File: src/hw/rtl/owus_pkg.sv
// ----------------------------------------------------------------------------
// owus_pkg
// Shared types, codes and CRC functions for the 1-Wire over UART slot engine.
// ----------------------------------------------------------------------------
package owus_pkg;

  // Request codes carried on the input tuser.
  localparam logic [2:0] MODE_RESET = 3'd0;
  localparam logic [2:0] MODE_WRITE = 3'd1;
  localparam logic [2:0] MODE_READ  = 3'd2;
  localparam logic [2:0] MODE_RX    = 3'd3;
  localparam logic [2:0] MODE_CLEAR = 3'd4;

  // Presence status codes.
  localparam logic [1:0] ST_NONE    = 2'd0;
  localparam logic [1:0] ST_PRESENT = 2'd1;
  localparam logic [1:0] ST_NODEV   = 2'd2;
  localparam logic [1:0] ST_BAD     = 2'd3;

  localparam logic [7:0] SLOT_RESET = 8'hF0;
  localparam logic [7:0] ECHO_PRES  = 8'hE0;
  localparam logic [7:0] SLOT_ONE   = 8'hFF;
  localparam logic [7:0] SLOT_ZERO  = 8'h00;
  localparam logic [7:0] CRC8_POLY  = 8'h8C;
  localparam logic [15:0] CRC16_POLY = 16'hC001;
  localparam logic [7:0] DISCARD_SAT = 8'd247;

  localparam int QUEUE_DEPTH = 4;
  localparam int OUT_W       = 48;

  // One queued job for the back end. A write job expands into eight slots,
  // and then tx_byte holds the byte being written.
  typedef struct packed {
    logic        multi;
    logic [7:0]  tx_byte;
    logic        tx_valid;
    logic        baud;
    logic [7:0]  read_value;
    logic        byte_valid;
    logic [1:0]  status;
    logic [7:0]  crc8;
    logic [15:0] crc16;
  } entry_t;

  function automatic logic [7:0] crc8_next(input logic [7:0] crc, input logic [7:0] b);
    logic [7:0] c;
    logic [7:0] v;
    logic       mix;
    c = crc;
    v = b;
    for (int i = 0; i < 8; i++) begin
      mix = c[0] ^ v[0];
      c   = c >> 1;
      if (mix) begin
        c = c ^ CRC8_POLY;
      end
      v = v >> 1;
    end
    return c;
  endfunction

  function automatic logic [15:0] crc16_next(input logic [15:0] crc, input logic [7:0] b);
    logic [15:0] cd;
    logic [15:0] c;
    cd = {8'h00, b ^ crc[7:0]};
    c  = crc >> 8;
    if (^cd[7:0]) begin
      c = c ^ CRC16_POLY;
    end
    c = c ^ (cd << 6);
    c = c ^ (cd << 7);
    return c;
  endfunction

endpackage

File: src/hw/rtl/owus_front.sv
// ----------------------------------------------------------------------------
// owus_front
// Accepts requests and echoes, keeps the bus state and CRCs, queues jobs.
// ----------------------------------------------------------------------------
module owus_front (
  input  logic                clk,
  input  logic                rst,
  input  logic                accept,
  input  logic [2:0]          mode,
  input  logic [7:0]          data_byte,
  output logic                push,
  output owus_pkg::entry_t    push_entry
);
  import owus_pkg::*;

  typedef enum logic [1:0] {PH_IDLE, PH_PRESENCE, PH_READING} phase_t;

  phase_t      phase, phase_next;
  logic [2:0]  slot_index, slot_index_next;
  logic [7:0]  assembled_byte, assembled_byte_next;
  logic [7:0]  echoes, echoes_next;
  logic        speed_mode, speed_mode_next;
  logic [7:0]  crc8_reg, crc8_next_v;
  logic [15:0] crc16_reg, crc16_next_v;
  logic        emit;
  entry_t      e;
  logic [7:0]  merged;

  always_comb begin
    phase_next          = phase;
    slot_index_next     = slot_index;
    assembled_byte_next = assembled_byte;
    echoes_next         = echoes;
    speed_mode_next     = speed_mode;
    crc8_next_v         = crc8_reg;
    crc16_next_v        = crc16_reg;
    emit                = 1'b0;
    e                   = '0;
    merged              = assembled_byte;
    merged[slot_index]  = (data_byte == SLOT_ONE);
    unique case (mode)
      MODE_RESET: begin
        speed_mode_next = 1'b1;
        phase_next      = PH_PRESENCE;
        slot_index_next = '0;
        emit            = 1'b1;
        e.tx_byte       = SLOT_RESET;
        e.tx_valid      = 1'b1;
      end
      MODE_WRITE: begin
        speed_mode_next = 1'b0;
        phase_next      = PH_IDLE;
        slot_index_next = '0;
        crc8_next_v     = crc8_next(crc8_reg, data_byte);
        crc16_next_v    = crc16_next(crc16_reg, data_byte);
        echoes_next     = (echoes > DISCARD_SAT) ? 8'hFF : echoes + 8'd8;
        emit            = 1'b1;
        e.multi         = 1'b1;
        e.tx_byte       = data_byte;
        e.tx_valid      = 1'b1;
      end
      MODE_READ: begin
        speed_mode_next     = 1'b0;
        phase_next          = PH_READING;
        slot_index_next     = '0;
        assembled_byte_next = '0;
        emit                = 1'b1;
        e.tx_byte           = SLOT_ONE;
        e.tx_valid          = 1'b1;
      end
      MODE_RX: begin
        if (echoes != 8'd0) begin
          echoes_next = echoes - 8'd1;
        end else if (phase == PH_PRESENCE) begin
          phase_next = PH_IDLE;
          emit       = 1'b1;
          e.status   = (data_byte == ECHO_PRES)  ? ST_PRESENT :
                       (data_byte == SLOT_RESET) ? ST_NODEV : ST_BAD;
        end else if (phase == PH_READING) begin
          assembled_byte_next = merged;
          emit                = 1'b1;
          if (slot_index == 3'd7) begin
            crc8_next_v     = crc8_next(crc8_reg, merged);
            crc16_next_v    = crc16_next(crc16_reg, merged);
            phase_next      = PH_IDLE;
            slot_index_next = '0;
            e.read_value    = merged;
            e.byte_valid    = 1'b1;
          end else begin
            slot_index_next = slot_index + 3'd1;
            e.tx_byte       = SLOT_ONE;
            e.tx_valid      = 1'b1;
          end
        end
      end
      MODE_CLEAR: begin
        crc8_next_v  = '0;
        crc16_next_v = '0;
        emit         = 1'b1;
      end
      default: begin
        emit = 1'b0;
      end
    endcase
    e.baud  = speed_mode_next;
    e.crc8  = crc8_next_v;
    e.crc16 = crc16_next_v;
  end

  always_ff @(posedge clk) begin
    if (rst) begin
      phase          <= PH_IDLE;
      slot_index     <= '0;
      assembled_byte <= '0;
      echoes         <= '0;
      speed_mode     <= 1'b1;
      crc8_reg       <= '0;
      crc16_reg      <= '0;
      push           <= 1'b0;
    end else begin
      push <= accept && emit;
      if (accept) begin
        phase          <= phase_next;
        slot_index     <= slot_index_next;
        assembled_byte <= assembled_byte_next;
        echoes         <= echoes_next;
        speed_mode     <= speed_mode_next;
        crc8_reg       <= crc8_next_v;
        crc16_reg      <= crc16_next_v;
      end
    end
  end

  always_ff @(posedge clk) begin
    push_entry <= e;
  end

  // The discard count only moves down by one echo at a time.
  a_discard_step: assert property (@(posedge clk) disable iff (rst)
    (echoes < $past(echoes)) |-> (echoes == $past(echoes) - 8'd1))
    else $error("discard count dropped by more than one");

endmodule

File: src/hw/rtl/owus_queue.sv
// ----------------------------------------------------------------------------
// owus_queue
// Small register queue of jobs between the front and back ends.
// ----------------------------------------------------------------------------
module owus_queue #(
  parameter int DEPTH = owus_pkg::QUEUE_DEPTH
) (
  input  logic             clk,
  input  logic             rst,
  input  logic             push,
  input  owus_pkg::entry_t push_entry,
  input  logic             pop,
  output owus_pkg::entry_t head,
  output logic             head_valid,
  output logic             full,
  output logic             afull
);
  import owus_pkg::*;

  localparam int PW = (DEPTH > 1) ? $clog2(DEPTH) : 1;
  localparam int CW = $clog2(DEPTH + 1);
  localparam logic [PW-1:0] LAST_PTR = PW'(DEPTH - 1);
  localparam logic [CW-1:0] DEPTH_C  = CW'(DEPTH);
  localparam logic [CW-1:0] AFULL_C  = CW'(DEPTH - 1);

  entry_t        store [DEPTH];
  logic [PW-1:0] wr_ptr, rd_ptr;
  logic [CW-1:0] count;

  assign head       = store[rd_ptr];
  assign head_valid = (count != '0);
  assign full       = (count == DEPTH_C);
  assign afull      = (count >= AFULL_C);

  always_ff @(posedge clk) begin
    if (rst) begin
      wr_ptr <= '0;
      rd_ptr <= '0;
      count  <= '0;
    end else begin
      if (push) begin
        wr_ptr <= (wr_ptr == LAST_PTR) ? '0 : wr_ptr + PW'(1);
      end
      if (pop) begin
        rd_ptr <= (rd_ptr == LAST_PTR) ? '0 : rd_ptr + PW'(1);
      end
      if (push && !pop) begin
        count <= count + CW'(1);
      end else if (pop && !push) begin
        count <= count - CW'(1);
      end
    end
  end

  always_ff @(posedge clk) begin
    if (push) begin
      store[wr_ptr] <= push_entry;
    end
  end

  a_no_overflow: assert property (@(posedge clk) disable iff (rst)
    push |-> (!full || pop))
    else $error("job queue overflow");

  a_no_underflow: assert property (@(posedge clk) disable iff (rst)
    pop |-> head_valid)
    else $error("job queue underflow");

endmodule

File: src/hw/rtl/owus_back.sv
// ----------------------------------------------------------------------------
// owus_back
// Expands queued jobs into result items and holds them in the output register.
// ----------------------------------------------------------------------------
module owus_back (
  input  logic                          clk,
  input  logic                          rst,
  input  owus_pkg::entry_t              head,
  input  logic                          head_valid,
  output logic                          pop,
  output logic                          m_tvalid,
  input  logic                          m_tready,
  output logic [owus_pkg::OUT_W-1:0]    m_tdata,
  output logic                          m_tlast
);
  import owus_pkg::*;

  entry_t     cur;
  logic       busy;
  logic [2:0] slot;
  logic       load_out;

  function automatic logic [OUT_W-1:0] pack(input entry_t en, input logic [2:0] s);
    logic [7:0] tx;
    tx = en.multi ? (en.tx_byte[s] ? SLOT_ONE : SLOT_ZERO) : en.tx_byte;
    return {3'b000, en.crc16, en.crc8, en.status, en.byte_valid, en.read_value,
            en.baud, en.tx_valid, tx};
  endfunction

  assign load_out = !m_tvalid || m_tready;
  assign pop      = load_out && !busy && head_valid;

  always_ff @(posedge clk) begin
    if (rst) begin
      m_tvalid <= 1'b0;
      m_tlast  <= 1'b0;
      busy     <= 1'b0;
      slot     <= '0;
    end else if (load_out) begin
      if (busy) begin
        m_tvalid <= 1'b1;
        m_tdata  <= pack(cur, slot);
        m_tlast  <= (slot == 3'd7);
        busy     <= (slot != 3'd7);
        slot     <= slot + 3'd1;
      end else if (head_valid) begin
        m_tvalid <= 1'b1;
        m_tdata  <= pack(head, 3'd0);
        m_tlast  <= !head.multi;
        busy     <= head.multi;
        cur      <= head;
        slot     <= 3'd1;
      end else begin
        m_tvalid <= 1'b0;
      end
    end
  end

  a_busy_slot: assert property (@(posedge clk) disable iff (rst)
    busy |-> (slot != 3'd0))
    else $error("slot counter zero while expanding a write");

  // A result that is not the last of its run can only come from a write in progress.
  a_mid_run: assert property (@(posedge clk) disable iff (rst)
    (m_tvalid && !m_tlast) |-> busy)
    else $error("unterminated run without a write in progress");

endmodule

File: src/hw/rtl/onewire_uart_slot_engine.sv
// A result passes the front's registered push, the job queue and the back
// end's output register. Throughput: one request per cycle while s_tready is
// high; a write request holds the output side for eight results, one per
// slot, while the front keeps queuing up to the job queue depth. Synchronous
// reset returns reset speed, idle bus state, zero CRCs and an empty job queue.
// ----------------------------------------------------------------------------
// onewire_uart_slot_engine
// 1-Wire master slot engine over a half-duplex UART, front/back decoupled.
// ----------------------------------------------------------------------------
module onewire_uart_slot_engine #(
  parameter int QUEUE_DEPTH = owus_pkg::QUEUE_DEPTH
) (
  input  logic                       clk,
  input  logic                       rst,
  input  logic                       s_tvalid,
  output logic                       s_tready,
  input  logic [7:0]                 s_tdata,   // data_byte[7:0]
  input  logic [2:0]                 s_tuser,   // mode[2:0]
  output logic                       m_tvalid,
  input  logic                       m_tready,
  // tx_byte[7:0], tx_valid[8], baud_select[9], read_value[17:10],
  // byte_valid[18], status[20:19], crc8_value[28:21], crc16_value[44:29]
  output logic [owus_pkg::OUT_W-1:0] m_tdata,
  output logic                       m_tlast
);
  import owus_pkg::*;

  logic   push, pop, head_valid, full, afull, accept;
  entry_t push_entry, head;

  // One slack slot keeps the registered push from landing in a full queue.
  logic near_full;
  assign near_full = full || (push && !pop && afull);

  assign s_tready = !near_full;
  assign accept   = s_tvalid && s_tready;

  owus_front u_front (
    .clk        (clk),
    .rst        (rst),
    .accept     (accept),
    .mode       (s_tuser),
    .data_byte  (s_tdata),
    .push       (push),
    .push_entry (push_entry)
  );

  owus_queue #(.DEPTH(QUEUE_DEPTH + 1)) u_queue (
    .clk        (clk),
    .rst        (rst),
    .push       (push),
    .push_entry (push_entry),
    .pop        (pop),
    .head       (head),
    .head_valid (head_valid),
    .full       (full),
    .afull      (afull)
  );

  owus_back u_back (
    .clk        (clk),
    .rst        (rst),
    .head       (head),
    .head_valid (head_valid),
    .pop        (pop),
    .m_tvalid   (m_tvalid),
    .m_tready   (m_tready),
    .m_tdata    (m_tdata),
    .m_tlast    (m_tlast)
  );

endmodule

File: config.mk
export PLATFORM = sky130hd
export DESIGN_NAME = onewire_uart_slot_engine
export DESIGN_NICKNAME = d
export VERILOG_FILES = /design/src/hw/rtl/owus_pkg.sv /design/src/hw/rtl/owus_front.sv /design/src/hw/rtl/owus_queue.sv /design/src/hw/rtl/owus_back.sv /design/src/hw/rtl/onewire_uart_slot_engine.sv
export SDC_FILE = /design/constraint.sdc
export NUM_CORES = 1
export LEC_CHECK = 0
export BUFFER_PORTS_ARGS = -buffer_cell sky130_fd_sc_hd__buf_2
export CAP_MARGIN = 30
export CELL_PAD_IN_SITES_DETAIL_PLACEMENT = 1
export CELL_PAD_IN_SITES_GLOBAL_PLACEMENT = 1
export CORE_MARGIN = 4
export CORE_UTILIZATION = 25
export DETAILED_ROUTE_END_ITERATION = 8
export GPL_TIMING_DRIVEN = 0
export HOLD_SLACK_MARGIN = 0.15
export PLACE_DENSITY_LB_ADDON = 0.1
export SYNTH_ARGS = -nofsm -noshare
export SYNTH_HDL_FRONTEND = slang
export SYNTH_SLANG_ARGS = --single-unit
File: constraint.sdc
create_clock -name clk -period 5.5 [get_ports clk]
set_clock_uncertainty 0.1 [all_clocks]
set_input_delay 0.55 -clock clk [delete_from_list [all_inputs] [get_ports clk]]
set_output_delay 0.55 -clock clk [all_outputs]
set_load 0.05 [all_outputs]
==> flow_results.xml, run 1 <==
<?xml version="1.0" encoding="UTF-8"?>
<metrics>
  <group name="setup_path">
    <metric name="critical_path_class" unit="">flip-flop to flip-flop</metric>
    <metric name="reg2reg_depth" unit="">12</metric>
    <metric name="startpoint" unit="">u_front.echoes[0]</metric>
    <metric name="rrSetupSlack" unit="ps">1530</metric>
    <metric name="timing.critical_path.from_type" unit="">flip-flop</metric>
    <metric name="timing.critical_path.fanout_max" unit="">10</metric>
    <metric name="cp.arrival" unit="ps">4340</metric>
    <metric name="setup.worst_path.end_class" unit="">flip-flop</metric>
    <metric name="regToRegEndpoint" unit="">u_front.crc16_reg[9]</metric>
    <metric name="worst-endpoint-required" unit="ps">5870</metric>
    <metric name="r2r-start" unit="">u_front.echoes[0]</metric>
  </group>
  <group name="logic_synthesis">
    <metric name="synth_cell_type_count" unit="">76</metric>
    <metric name="synth_enable_flop_cells" unit="">321</metric>
    <metric name="synth.ff_latch_count" unit="">432</metric>
    <metric name="syn-cell-area" unit="mm2">0.01773</metric>
    <metric name="asyncSetResetFlopFracSynth" unit="">0</metric>
    <metric name="yosysWarnings" unit="">0</metric>
    <metric name="synth_seq_area_share" unit="">0.6691</metric>
    <metric name="syn_area_per_cell" unit="um2">15.23</metric>
    <metric name="synthesis.instances" unit="">1164</metric>
    <metric name="dominantRegCellSynth" unit="">edfxtp_1</metric>
  </group>
  <group name="global_routing">
    <metric name="vias_in_the_first_global_route" unit="">10944</metric>
    <metric name="antenna_found_initial" unit="">1</metric>
    <metric name="grt_util_all_layers" unit="">0.1283</metric>
    <metric name="largest_net_degree_at_the_start_of_global_routing" unit="">45</metric>
    <metric name="overflow_after_grt" unit="">0</metric>
    <metric name="wire_length_of_the_first_global_routing_pass" unit="um">72020</metric>
  </group>
  <group name="power_and_ir_drop">
    <metric name="power_frac_seq" unit="">0.408</metric>
    <metric name="internal_power" unit="W">0.007118</metric>
    <metric name="clock_power_share" unit="">0.347</metric>
    <metric name="irDropWorstVdd" unit="V">0.0001971</metric>
    <metric name="power.combinational.fraction" unit="">0.245</metric>
    <metric name="net_sw_frac" unit="">0.2980</metric>
    <metric name="cellPowerDensity" unit="mW/mm2">473.8</metric>
    <metric name="p_leak" unit="nW">7.122</metric>
    <metric name="p_switching" unit="W">0.003022</metric>
  </group>
  <group name="timing">
    <metric name="grt_setup_unrepaired" unit="">false</metric>
    <metric name="finalSetupViolations" unit="">0</metric>
    <metric name="slew_headroom" unit="">0.3530</metric>
    <metric name="max_freq" unit="MHz">252.0</metric>
    <metric name="timing.final.ws_setup" unit="ps">1531</metric>
    <metric name="tightestPinTransition" unit="ps">970.5</metric>
    <metric name="timing.final.crit_share" unit="">0.7216</metric>
    <metric name="hold_viol_final" unit="">0</metric>
    <metric name="finalCriticalPeriod" unit="ps">3969</metric>
    <metric name="final-max-slew-violation-count" unit="">0</metric>
  </group>
  <group name="min_path">
    <metric name="timing.hold.worst_endpoint" unit="">u_front.push</metric>
    <metric name="hold-path-cell-count" unit="">2</metric>
    <metric name="hold_path_startpoint" unit="">rst</metric>
    <metric name="min_path_type" unit="">input port to flip-flop</metric>
  </group>
  <group name="floorplan">
    <metric name="io_pins" unit="">66</metric>
    <metric name="floorplan.initialDensity" unit="">0.2527</metric>
    <metric name="die_area" unit="mm2">0.07523</metric>
    <metric name="chipWidth" unit="um">274.3</metric>
    <metric name="fp.coreArea" unit="mm2">0.07015</metric>
    <metric name="rows" unit="">97</metric>
    <metric name="die_y" unit="um">274.3</metric>
  </group>
  <group name="cells_and_area">
    <metric name="layout_top_registers" unit="">u_queue.store (230), u_back.cur (46), u_front.push_entry (46)</metric>
    <metric name="largest_reg_flops" unit="">230</metric>
    <metric name="layout_commonest_cell" unit="">edfxtp_1</metric>
    <metric name="syn_to_final_growth" unit="%">20.72</metric>
    <metric name="post_route_cells_drive_above_1_share" unit="">0.2504</metric>
    <metric name="insertedDiodeCount" unit="">0</metric>
    <metric name="design.final.nets" unit="">1330</metric>
    <metric name="mostFrequentLayoutCells" unit="">321 x edfxtp_1, 111 x dfxtp_1, 88 x nor2_1</metric>
    <metric name="fillCellCount" unit="">7434</metric>
    <metric name="registers.top_by_ff_count" unit="">u_queue.store</metric>
    <metric name="finish.cell_count_without_fillers" unit="">2282</metric>
  </group>
  <group name="detailed_routing">
    <metric name="number_of_nets_with_antenna_violations_after_detailed_routing" unit="">0</metric>
    <metric name="drt-wirelength-per-cell" unit="um">20.97</metric>
    <metric name="remaining_drc_errors" unit="">0</metric>
    <metric name="detailedRoute.firstIterationViolations" unit="">449</metric>
    <metric name="num_vias" unit="">9908</metric>
    <metric name="vias_per_cell" unit="">4.342</metric>
    <metric name="detail_route.first_pass.iterations" unit="">4</metric>
    <metric name="drt_wl_total" unit="um">47850</metric>
  </group>
  <group name="clock_tree">
    <metric name="cts.sink_count" unit="">432</metric>
    <metric name="worst_setup_hold_path_clk_slew" unit="ps">60</metric>
    <metric name="cts_made_buffers" unit="">52</metric>
    <metric name="h-tree-depth" unit="">2</metric>
    <metric name="worst_skew_pair.late_latency" unit="ps">580</metric>
    <metric name="max-clock-path-buffers" unit="">3</metric>
    <metric name="cts.root.buffer_cell" unit="">clkbuf_16</metric>
    <metric name="cts_tree" unit="">built</metric>
  </group>
  <group name="run_status">
    <metric name="outcome" unit="">finished clean</metric>
  </group>
  <group name="place">
    <metric name="portBuffers" unit="">55</metric>
    <metric name="preCtsSetupSlack" unit="ps">1322</metric>
    <metric name="gpl_congestion" unit="">0.7603</metric>
    <metric name="placed_cells_incl_taps" unit="">2183</metric>
    <metric name="detailed_place_hpwl" unit="um">33090</metric>
  </group>
  <group name="run">
    <metric name="drv.max_cap_violation_count" unit="">0</metric>
  </group>
</metrics>
[power by group through the flow]
stage / sequential [W] / combinational (W) / clock (W)
6_report: 0.00414 / 0.00248 / 0.00352
5_1_grt: 0.00418 / 0.00271 / 0.00378
4_1_cts: 0.00415 / 0.00256 / 0.00365
3_5_place_dp: 0.00422 / 0.00254 / 0
3_3_place_gp: 0.00425 / 0.00243 / 0
2_1_floorplan: 0.00463 / 0.00133 / 0
[how the worst max path moves through the flow]
stage / end / depth (start not counted)
floorplan: u_queue.store[4][0] / 2
global placement: u_queue.store[4][26] / 2
detailed placement: u_front.crc8_reg[0] / 11
CTS: u_front.crc16_reg[9] / 12
global route: u_front.crc16_reg[9] / 12
finish: u_front.crc16_reg[9] / 12
[Yosys cell counts, drive strengths merged, types with 4 or more instances]
cell,number,share of area
nor2,91,0.020
xnor2,60,0.030
nor3,29,0.0082
nand3,10,0.0028
o21ai,32,0.0090
nor2b,8,0.0028
mux2,83,0.053
edfxtp,321,0.54
mux2i,21,0.013
ha,14,0.0099
a32oi,6,0.0030
o221ai,5,0.0025
o21bai,7,0.0030
a21oi,49,0.014
nand4,4,0.0026
a221o,5,0.0028
mux4,48,0.061
nand3b,6,0.0025
xor2,29,0.014
inv,16,0.0034
a22o,6,0.0030
dfxtp,111,0.13
nand2b,6,0.0021
a22oi,8,0.0034
clkbuf,46,0.013
buf,18,0.0064
and3,9,0.0032
nand2,57,0.012
[final cells by class]
cell class              count  area (um2)  area share
well taps                 940        1176     0.05496
plain buffers              67       380.4     0.01777
repair buffers             80       676.9     0.03163
inverters                  17       63.81    0.002982
clock inverters            21       220.2     0.01029
flip-flops and latches    432       11860      0.5543
multi-input cells         650        5469      0.2556
clock buffers              75        1553     0.07256
[worst max-delay path, stage by stage (launching register included)]
cell      delay, ps
dfxtp_1         330
inv_1            60
ha_1            170
or3b_2          510
nor4b_1         480
nand3_1         290
nand2_1         440
a21oi_1         290
clkbuf_1        380
a21oi_1         220
o21ai_0         310
nor2_1          200
nor3_1           70
[per-stage QoR]
stage / util / power (W) / area (um2) / TNS [ps] / hold WS (ps)
2_1_floorplan: - / 0.005965 / 17730 / 0 / 330.5
3_3_place_gp: 0.2735 / 0.006677 / 19190 / -174810 / 357.2
3_5_place_dp: 0.2792 / 0.006762 / 19590 / 0 / 375.5
4_1_cts: 0.3046 / 0.01035 / 21370 / 0 / 175.5
5_1_grt: 0.3051 / 0.01068 / 21400 / 0 / 190.7
6_report: 0.3051 / 0.01014 / 21400 / 0 / 205.9
[logic make-up after synthesis]
kind of cell | count (synthesis) | synth area share
DFF | 432 | 0.6691
and+or+nand+nor | 247 | 0.06783
muxes | 152 | 0.1265
AOI/OAI and AO/OA | 139 | 0.04976
xor gates and xnor gates | 94 | 0.05054
buffers and inverters | 84 | 0.02506
adders and majority gates | 15 | 0.01101
other | 1 | 0.0002115
[routing by layer]
metal  GRT usage  vias up  wire (um)
li1            -     4651          -
met1      0.1776     5071      22680
met2      0.2088      133      22350
met3     0.02266       53       1810
met4     0.03278        0       1010
met5           0        -          0
[what timing repair did]
item                                   CTS  global route
hold buffers                             1             0
endpoints found under the hold margin    1             0
setup buffers                            0             0
resized for setup                        0             0
No activity file was read; power rests on OpenSTA's default activity.
==> inputs of run 2 (changes only) <==
clock period = 3.4 ns   (was 5.5 ns; I/O delays follow)
==> run 2 against run 1 <==
Compared with the run above: die area unchanged; design area up 0.85%; first-iteration DRC count down 4.2%; combinational power up 62%; critical endpoint is now u_front.push_entry[0]; routed wire length up 1.1%; clock-buffer cell count up 1; critical path depth down 1; non-clock buffer count up 15; critical path type is now input port to flip-flop; largest power group unchanged; sequential power up 62%; core utilization up 0.26 points; hold slack better by 16 ps; cell count up 0.74%.
==> flow_results.xml, run 2 (same netlist as run 1, synthesis figures left out) <==
<?xml version="1.0" encoding="UTF-8"?>
<metrics>
  <group name="power_and_ir_drop">
    <metric name="power_frac_seq" unit="">0.413</metric>
    <metric name="irDropWorstVdd" unit="V">0.0003117</metric>
    <metric name="power.combinational.fraction" unit="">0.248</metric>
    <metric name="net_sw_frac" unit="">0.3011</metric>
    <metric name="p_switching" unit="W">0.004878</metric>
    <metric name="clock_power_share" unit="">0.338</metric>
    <metric name="p_leak" unit="nW">7.188</metric>
    <metric name="internal_power" unit="W">0.01132</metric>
    <metric name="total_power" unit="W">0.01620</metric>
    <metric name="cellPowerDensity" unit="mW/mm2">750.7</metric>
  </group>
  <group name="min_path">
    <metric name="min_path_type" unit="">input port to flip-flop</metric>
  </group>
  <group name="floorplan">
    <metric name="die_area" unit="mm2">0.07523</metric>
    <metric name="die_y" unit="um">274.3</metric>
    <metric name="fp.coreArea" unit="mm2">0.07015</metric>
    <metric name="rows" unit="">97</metric>
    <metric name="io_pins" unit="">66</metric>
    <metric name="chipWidth" unit="um">274.3</metric>
    <metric name="floorplan.initialDensity" unit="">0.2527</metric>
  </group>
  <group name="run">
    <metric name="drv.max_cap_violation_count" unit="">0</metric>
  </group>
  <group name="timing">
    <metric name="finalCriticalPeriod" unit="ps">3310</metric>
    <metric name="timing.final.crit_share" unit="">0.9736</metric>
    <metric name="fin_worst_hold_slack" unit="ps">221.9</metric>
    <metric name="final-max-slew-violation-count" unit="">0</metric>
    <metric name="slew_headroom" unit="">0.3612</metric>
    <metric name="max_freq" unit="MHz">302.1</metric>
    <metric name="finalSetupViolations" unit="">0</metric>
    <metric name="hold_viol_final" unit="">0</metric>
    <metric name="grt_setup_unrepaired" unit="">true</metric>
    <metric name="tightestPinTransition" unit="ps">958.3</metric>
  </group>
  <group name="detailed_routing">
    <metric name="drt-wirelength-per-cell" unit="um">21.05</metric>
    <metric name="remaining_drc_errors" unit="">0</metric>
    <metric name="detail_route.first_pass.iterations" unit="">5</metric>
    <metric name="drt_wl_total" unit="um">48400</metric>
    <metric name="vias_per_cell" unit="">4.340</metric>
    <metric name="number_of_nets_with_antenna_violations_after_detailed_routing" unit="">0</metric>
    <metric name="detailedRoute.firstIterationViolations" unit="">430</metric>
    <metric name="num_vias" unit="">9978</metric>
  </group>
  <group name="place">
    <metric name="placed_cells_incl_taps" unit="">2181</metric>
    <metric name="portBuffers" unit="">55</metric>
    <metric name="gpl_congestion" unit="">0.7475</metric>
    <metric name="detailed_place_hpwl" unit="um">33410</metric>
  </group>
  <group name="clock_tree">
    <metric name="worst_setup_hold_path_clk_slew" unit="ps">60</metric>
    <metric name="cts.sink_count" unit="">432</metric>
    <metric name="cts_made_buffers" unit="">51</metric>
    <metric name="worst_skew_pair.late_latency" unit="ps">580</metric>
    <metric name="max-clock-path-buffers" unit="">3</metric>
    <metric name="cts.root.buffer_cell" unit="">clkbuf_16</metric>
    <metric name="h-tree-depth" unit="">2</metric>
    <metric name="cts_tree" unit="">built</metric>
  </group>
  <group name="cells_and_area">
    <metric name="post_route_cells_drive_above_1_share" unit="">0.2616</metric>
    <metric name="finalCoreUtilization" unit="">0.3077</metric>
    <metric name="fillCellCount" unit="">7421</metric>
    <metric name="multi_input_comb_area" unit="mm2">0.005583</metric>
    <metric name="sequential_cell_area" unit="mm2">0.01186</metric>
    <metric name="design.final.nets" unit="">1344</metric>
    <metric name="syn_to_final_growth" unit="%">21.75</metric>
    <metric name="registers.top_by_ff_count" unit="">u_queue.store</metric>
    <metric name="layout_commonest_cell" unit="">edfxtp_1</metric>
    <metric name="finish.cell_count_without_fillers" unit="">2299</metric>
    <metric name="largest_reg_flops" unit="">230</metric>
    <metric name="mostFrequentLayoutCells" unit="">321 x edfxtp_1, 111 x dfxtp_1, 87 x nor2_1</metric>
    <metric name="layout_top_registers" unit="">u_queue.store (230), u_back.cur (46), u_front.push_entry (46)</metric>
  </group>
  <group name="global_routing">
    <metric name="wire_length_of_the_first_global_routing_pass" unit="um">72450</metric>
    <metric name="grt_util_all_layers" unit="">0.1292</metric>
    <metric name="overflow_after_grt" unit="">0</metric>
    <metric name="antenna_found_initial" unit="">1</metric>
    <metric name="largest_net_degree_at_the_start_of_global_routing" unit="">32</metric>
    <metric name="vias_in_the_first_global_route" unit="">10968</metric>
  </group>
  <group name="setup_path">
    <metric name="timing.critical_path.from_type" unit="">input port</metric>
    <metric name="critical_path_class" unit="">input port to flip-flop</metric>
    <metric name="worst-endpoint-required" unit="ps">3750</metric>
    <metric name="setup.worst_path.end_class" unit="">flip-flop</metric>
    <metric name="timing.critical_path.fanout_max" unit="">7</metric>
    <metric name="cp.arrival" unit="ps">3660</metric>
  </group>
  <group name="run_status">
    <metric name="outcome" unit="">finished clean</metric>
  </group>
</metrics>
[run 2: worst max-delay path, cell delays in order]
cell and delay [ps]:
dlygate4sd3_1 530, buf_2 200, nand4_4 210, nor3_1 100
a21oi_2 400, xor2_2 270, xor3_1 480, xor3_2 460
a22o_2 320, o22ai_1 190, nand2_2 140
[run 2: final timing paths]
path | startpoint | end | slack [ps] | cells after the start
worst min register to register | u_front.speed_mode | u_front.speed_mode | 380 | 2
worst max-delay path | s_tdata[7] | u_front.push_entry[0] | 90 | 11
worst min-delay path | s_tdata[6] | u_front.push_entry[43] | 220 | 3
worst max register to register | u_front.slot_index[2] | u_front.push_entry[0] | 130 | 10
[run 2: per-stage QoR]
step / instance area [um2] / setup TNS [ps] / worst slack (ps)
global placement: 19200 / -361090 / -2407
detailed placement: 19580 / -17190 / -607.2
CTS: 21490 / 0 / 10.69
global route: 21580 / -35.95 / -34.52
floorplan: 17750 / 0 / 23.89
finish: 21580 / 0 / 89.86
[run 2: layer usage]
metal  global-route usage  routed length [um]  vias to the layer above
met5                    0                   0                        -
met4              0.04348                1490                        0
met3              0.02100                1688                       71
met2               0.2038               22150                      147
met1               0.1811               23070                     5083
li1                     -                   -                     4677
[run 2: final cells by class]
class                   count  area share
flip-flops and latches    432      0.5496
multi-input cells         650      0.2587
clock buffers              76     0.06777
well taps                 940     0.05450
repair buffers             96     0.03792
plain buffers              66     0.01786
clock inverters            20     0.01049
inverters                  17    0.002957
diodes                      2   0.0002319
[run 2: power groups by stage]
stage / clock network (W) / logic [W] / registers, W
after floorplan: 0 / 0.00216 / 0.00749
after global placement: 0 / 0.00393 / 0.00685
after detailed placement: 0 / 0.00410 / 0.00682
after CTS: 0.00570 / 0.00416 / 0.00671
after global routing: 0.00589 / 0.00440 / 0.00676
final: 0.00548 / 0.00402 / 0.00670
[run 2: repair_timing]
item	in CTS	in global routing
hold endpoints to repair	21	0
hold buffers	15	0
setup buffers	2	4
pin swaps	0	4
resized for setup	13	20
setup endpoints to repair	56	46
